## src/hw/rtl/spf_pkg.sv

```systemverilog
// ----------------------------------------------------------------------------
// spf_pkg: shared types and constants of the surface patch filter
// Register map, configuration bundle, side data carried down the pipeline
// and the CORDIC arctangent table.
// ----------------------------------------------------------------------------
package spf_pkg;

  // register index, byte address 8*index
  typedef enum logic [2:0] {
    REG_ENABLES   = 3'd0,
    REG_TARGET    = 3'd1,
    REG_RADIUS    = 3'd2,
    REG_CURV_MIN  = 3'd3,
    REG_CURV_MAX  = 3'd4,
    REG_VIEWPOINT = 3'd5,
    REG_SLOPE_DIR = 3'd6,
    REG_MAX_SLOPE = 3'd7
  } reg_idx_t;

  // bit positions in the enables register
  localparam int ENA_DIST  = 0;
  localparam int ENA_CURV  = 1;
  localparam int ENA_SLOPE = 2;

  typedef struct packed {
    logic [2:0]         enables;
    logic [62:0]        target;
    logic [21:0]        radius;
    logic signed [23:0] curv_min;
    logic signed [23:0] curv_max;
    logic [62:0]        viewpoint;
    logic [47:0]        slope_dir;
    logic [15:0]        slope_limit;
  } cfg_t;

  // per-item flags that ride along with the arithmetic
  typedef struct packed {
    logic        pvalid;
    logic [15:0] index;
    logic        pdist;
    logic        pcurv;
  } side_t;

  localparam int CRD_W   = 56;
  localparam int Z_W     = 28;
  localparam int CRD_N   = 24;
  localparam int DSQ_N   = 23;
  localparam int CSQ_N   = 32;

  // atan(2^-i) in units of pi/2^24
  localparam logic [22:0] ATAN_TAB [0:23] = '{
    23'd4194304, 23'd2476042, 23'd1308273, 23'd664100, 23'd333339, 23'd166832,
    23'd83436,   23'd41721,   23'd20861,   23'd10430,  23'd5215,   23'd2608,
    23'd1304,    23'd652,     23'd326,     23'd163,    23'd81,     23'd41,
    23'd20,      23'd10,      23'd5,       23'd3,      23'd1,      23'd1
  };

endpackage

```

## src/hw/rtl/spf_cfg.sv

```systemverilog
// ----------------------------------------------------------------------------
// spf_cfg: configuration register file
// APB-style slave, 64-bit data, one register every 8 bytes.
// ----------------------------------------------------------------------------
module spf_cfg (
  input  logic              clk,
  input  logic              rst,
  input  logic              psel,
  input  logic              penable,
  input  logic              pwrite,
  input  logic [5:0]        paddr,
  input  logic [63:0]       pwdata,
  output logic [63:0]       prdata,
  output logic              pready,
  output spf_pkg::cfg_t     cfg
);

  logic              wr;
  spf_pkg::reg_idx_t idx;

  assign pready = 1'b1;
  assign wr     = psel & penable & pwrite;
  assign idx    = spf_pkg::reg_idx_t'(paddr[5:3]);

  always_ff @(posedge clk) begin
    if (rst) begin
      cfg <= '0;
    end else if (wr) begin
      case (idx)
        spf_pkg::REG_ENABLES:   cfg.enables     <= pwdata[2:0];
        spf_pkg::REG_TARGET:    cfg.target      <= pwdata[62:0];
        spf_pkg::REG_RADIUS:    cfg.radius      <= pwdata[21:0];
        spf_pkg::REG_CURV_MIN:  cfg.curv_min    <= pwdata[23:0];
        spf_pkg::REG_CURV_MAX:  cfg.curv_max    <= pwdata[23:0];
        spf_pkg::REG_VIEWPOINT: cfg.viewpoint   <= pwdata[62:0];
        spf_pkg::REG_SLOPE_DIR: cfg.slope_dir   <= pwdata[47:0];
        spf_pkg::REG_MAX_SLOPE: cfg.slope_limit <= pwdata[15:0];
        default: ;
      endcase
    end
  end

  always_comb begin
    case (idx)
      spf_pkg::REG_ENABLES:   prdata = {61'd0, cfg.enables};
      spf_pkg::REG_TARGET:    prdata = {1'b0, cfg.target};
      spf_pkg::REG_RADIUS:    prdata = {42'd0, cfg.radius};
      spf_pkg::REG_CURV_MIN:  prdata = {40'd0, cfg.curv_min};
      spf_pkg::REG_CURV_MAX:  prdata = {40'd0, cfg.curv_max};
      spf_pkg::REG_VIEWPOINT: prdata = {1'b0, cfg.viewpoint};
      spf_pkg::REG_SLOPE_DIR: prdata = {16'd0, cfg.slope_dir};
      spf_pkg::REG_MAX_SLOPE: prdata = {48'd0, cfg.slope_limit};
      default:                prdata = '0;
    endcase
  end

endmodule

```

## config.mk

```make
export PLATFORM = sky130hd
export DESIGN_NAME = spf_cfg
export DESIGN_NICKNAME = d
export VERILOG_FILES = /design/src/hw/rtl/spf_pkg.sv /design/src/hw/rtl/spf_cfg.sv
export SDC_FILE = /design/constraint.sdc
export NUM_CORES = 1
export LEC_CHECK = 0
export BUFFER_PORTS_ARGS = -buffer_cell sky130_fd_sc_hd__clkbuf_2
export CELL_PAD_IN_SITES_DETAIL_PLACEMENT = 0
export CELL_PAD_IN_SITES_GLOBAL_PLACEMENT = 2
export CORE_AREA = 2 2 231 187
export CTS_CLUSTER_DIAMETER = 100
export CTS_CLUSTER_SIZE = 14
export DETAILED_ROUTE_END_ITERATION = 10
export DIE_AREA = 0 0 233 189
export HOLD_SLACK_MARGIN = 0.1
export MAX_ROUTING_LAYER = met4
export PLACE_DENSITY_LB_ADDON = 0.3
export SLEW_MARGIN = 20
export SYNTH_ARGS = -nofsm -noshare
export SYNTH_HDL_FRONTEND = slang
export SYNTH_SLANG_ARGS = --single-unit
```

## constraint.sdc

```tcl
create_clock -name clk -period 1.2 [get_ports clk]
set_input_delay 0 -clock clk [delete_from_list [all_inputs] [get_ports clk]]
set_output_delay 0 -clock clk [all_outputs]
set_load 0.02 [all_outputs]
```

Word-level counts from Yosys, hierarchy flattened
Index checks and enable logic that the tools add are counted.
{"block": "word_totals", "out_inout_bits": 328, "word_cells": 27, "regBits": 263}
{"block": "op_classes", "muxes": 1, "reduce_logical": 9, "n_bitwise": 2, "eq_ne": 7}
{"cell": "one-hot mux 64 bit (8 select lines)", "n": 1}
{"cell": "AND reduction 2 bit", "n": 8}
{"cell": "equality test 3 bit (second input constant)", "n": 4}
{"cell": "equality test 3 x 2 -> 1 bit (second input constant)", "n": 2}
{"cell": "equality test 3 x 1 -> 1 bit (second input constant)", "n": 1}
{"cell": "zero test 3 bit", "n": 1}
{"cell": "bitwise AND 1 bit", "n": 2}

Depth between registers and ports, before layout
{"block": "depth", "word_depth": 3, "ltp_mapped": 7, "mapped_depth_nobuf": 3}

Worst setup path after synthesis
No wires, ideal clock.
{"block": "synth_path", "path_type": "input-to-output", "start": "input paddr[4]", "end": "output prdata[13]", "cell_stages": 6, "t_arrival_ps": 1169, "slack_ps": 31, "path_cell_list": "buf_2 nor2b_1 buf_2 buf_2 a22oi_1 o221ai_1"}
{"block": "synth_between", "elab_chain_cells": 2, "elab_cells_between_ends": 9, "cone_classes": "eq/ne: 7; mux: 1; reduce/logical: 1"}
{"item": "start, declared", "line_no": "spf_cfg.sv:11", "text": "input logic [5:0] paddr,"}
{"item": "equality test 3 bit (tied with other cells)", "line_no": "spf_cfg.sv:44", "text": "case (idx)"}
{"item": "one-hot mux 64 bit (8 select lines) *", "line_no": "spf_cfg.sv:44"}
{"item": "end, declared", "line_no": "spf_cfg.sv:13", "text": "output logic [63:0] prdata,"}
Every way passes the cells marked *; elsewhere a longest branch is shown, timed or not. The select of a mux whose other input is x is not followed.

Final worst setup path
{"block": "layout_path", "start": "register cfg[260] (netlist name)", "end": "output prdata[0]"}
{"block": "layout_between", "elab_chain_cells": 1}
{"item": "start, declared", "line_no": "spf_cfg.sv:15", "text": "output spf_pkg::cfg_t cfg"}
{"item": "one-hot mux 64 bit (8 select lines)", "line_no": "spf_cfg.sv:44"}
No other way between the ends. The select of a mux whose other input is x is not followed.

==> summary.txt <==
Run status
  – Outcome: finished with violations
  – Failing checks: setup timing

Min path
  – Hold Path End: cfg[259]
  – HP Class: input pin to flop
  – Min-Delay Path Depth: 4
  – Beginning of the worst hold path: paddr[5]

Routing
  – ANT nets after route: 0
  – Total Wirelength: 52800 µm
  – Drt first-iter violations: 804
  – Vias: 12040
  – Vias/cell: 5.00
  – Number of remaining DRC errors: 0
  – DR pass1 iterations: 6
  – Routed len/inst: 21.9 µm

Flow run
  – Max_cap viols: 0

Synthesis
  – Sequential fraction of the synthesis area: 42.4%
  – Post-synth top area cell: dfxtp_1
  – Post-synth EDFFs: 0
  – Syn_nets: 1355
  – Synth warnings: 0
  – Synth Instances: 1280
  – Top cells by area, synth: dfxtp_1 42%, mux2i_1 18%, nand2b_1 13%
  – Synth Flop Type: dfxtp_1
  – Mean post-synth cell area: 9.70 µm²
  – FFs w/ async S/R, synth: 0%
  – Synth unique cells: 34
  – Flops & latches, synth: 263
  – Netlist Area Pre-Place: 0.0124 mm²
  – Share of the synthesized area in the top cell type: 42.4%

Worst setup path
  – Register-to-Register Path Depth: 4
  – Reg2reg setup slack: 0.38 ns
  – R2R Path End: cfg[261]
  – Data arrival time of the worst path: 1.72 ns
  – Worst path cell trace: buf_4, mux2_2, a22oi_2, o22ai_2, clkbuf_4
  – Origin of the critical flop-to-flop path: cfg[261]
  – Critical Path End Type: output port
  – Critical Path Slowest Stage Cell: dfxtp_2
  – Largest fanout on the critical path: 3
  – WS Path Type: flop to output port
  – Worst path max stage delay: 0.33 ns
  – CP Launch Type: flop
  – WP data required: 1.20 ns

Floorplan
  – FP Rows: 67
  – Die ar.: 0.0440 mm²
  – Initial core utilization: 29.8%
  – DIE WIDTH: 233 µm
  – Core area: 0.0417 mm²
  – Die Ht: 189 µm
  – Number of I/O pins: 403

STA
  – Slew Limit Fails: 0
  – Final period util: 143%
  – Setup violations, final: 56
  – Fin. Hold Viols: 0
  – Top achievable clock speed: 582 MHz
  – Clk_skew: 0 ns
  – Final WS setup: -0.518 ns
  – WHS: 0.0853 ns
  – Sum of negative setup slack: -10.32 ns
  – RSZ-0062 raised after global routing: yes
  – Crit path time final: 1.72 ns

Global route
  – Largest net degree at the start of global routing: 67
  – Global route hottest layer: met2
  – Gr usage total: 23.6%
  – Grt met3 use: 2.83%
  – Global-route wire length before repair: 77000 µm
  – GRT met2 Usage: 36.6%
  – Grt total ovfl: 0
  – Number of global-route vias before repair: 11966
  – Initial antenna violation count: 1
  – Grt met1 use: 32.4%

Placement
  – I/O Buffers: 396
  – Hpwl dp: 35100 µm
  – RD Place Congestion: 0.834

Power and ir drop
  – Lkg Pwr: 8.89 nW
  – PwrDens: 932 mW/mm²
  – Peak VDD IR: 737 µV

CTS
  – TritonCTS Sinks: 263
  – CTS clk-pin slew, worst paths: 0.07 ns
  – Skew-Pair Late Insertion Delay: 0.52 ns
  – CTS tree: yes
  – CTS Buf Count: 22
  – Clk root buf: clkbuf_16
  – H-tree Lvls: 1
  – Max clock buf depth: 3

Finish
  – Largest register by flop count: cfg
  – Biggest regs: cfg: 263 flops
  – Area growth, synth to finish: 54.3%
  – Share of cells above drive strength 1: 50.0%
  – Most frequent cells in the layout: 306 x clkbuf_2, 261 x nand2b_1, 217 x mux2i_1
  – Nets: 1930
  – Most common cell after layout, fill and taps aside: clkbuf_2
  – Fillcell total: 4020
  – Max reg flops: 263
critical path: cells and delay by family, from the launching register on:
| kind | cells | cell delay, ns |
|---|---|---|
| AOI/OAI and AO/OA | 2 | 0.25 |
| DFF | 1 | 0.33 |
| muxes | 1 | 0.27 |
| buffers and inverters | 2 | 0.34 |
worst max path at each step:
stage	from	end	slack [ns]	cells after the start
after global placement	paddr[3]	prdata[0]	-0.23	7
after floorplan	paddr[4]	prdata[13]	0.03	6
after detailed placement	paddr[3]	prdata[1]	-0.24	7
final	cfg[260]	prdata[0]	-0.52	5
after global routing	cfg[260]	prdata[0]	-0.56	5
after CTS	cfg[260]	prdata[0]	-0.53	4
cell type report:
type / instances / area, µm² / share of cell area [%]
multi-input combinational: 891 / 7190 / 37.5
sequential: 263 / 5450 / 28.5
timing repair buffer: 674 / 5230 / 27.3
tap: 552 / 691 / 3.61
clock buffer: 23 / 576 / 3.00
inverter: 3 / 11.3 / 0.0588
clock inverter: 1 / 5.00 / 0.0261
antenna: 1 / 2.50 / 0.0131
logic make-up (layout without fill, tap and decap cells):
family | count (synthesis) | in the layout | share of synthesized area (%)
multiplexers | 262 | 262 | 21.8
AO/OA/AOI/OAI | 235 | 235 | 12.2
AND/OR/NAND/NOR | 392 | 392 | 18.3
flip-flops | 263 | 263 | 42.4
buffers and inverters | 126 | 701 | 5.16
other | 2 | 3 | 0.0605
what timing repair did:
item / 4_1_cts / 5_1_grt
cloned: 5 / 3
setup buffers: 63 / 12
hold endpoints to repair: 263 / 0
hold buffers: 65 / 0
pin swaps: 40 / 37
gates resized for setup: 280 / 185
endpoints found under the setup margin: 67 / 88
metal layers:
layer  share of wire [%]  wire length, µm
met1                  47            24700
met2                  46            24500
met3                 4.7             2460
met4                 2.4             1240
met5                   0                0
synthesized netlist by cell type, types with 29 or more instances:
master / number
dfxtp_1: 263
nand2b_1: 263
mux2i_1: 218
nand3_1: 65
a21oi_1: 64
o21ai_0: 63
clkbuf_1: 57
a22oi_1: 47
mux2_2: 41
buf_2: 32
nor2_1: 29
through the flow:
stage          power, mW  area, µm²  setup slack, ns  std cells  util, %
2_1_floorplan       9.98      12400           0.0312       1280        -
3_3_place_gp        10.9      15900           -0.228       2238     38.2
3_5_place_dp        10.9      15900           -0.241       2238     38.2
4_1_cts             17.9      18500           -0.533       2393     44.5
5_1_grt             18.6      19200           -0.564       2408     46.0
6_report            17.9      19200           -0.518       2408     46.0
where the power goes:
part	internal (mW)	switching (mW)
Sequential	8.78	0.0581
Combinational	1.06	1.29
Clock	3.38	3.29
Total	13.2	4.64
Note: power is estimated with default switching activity, not from simulation.
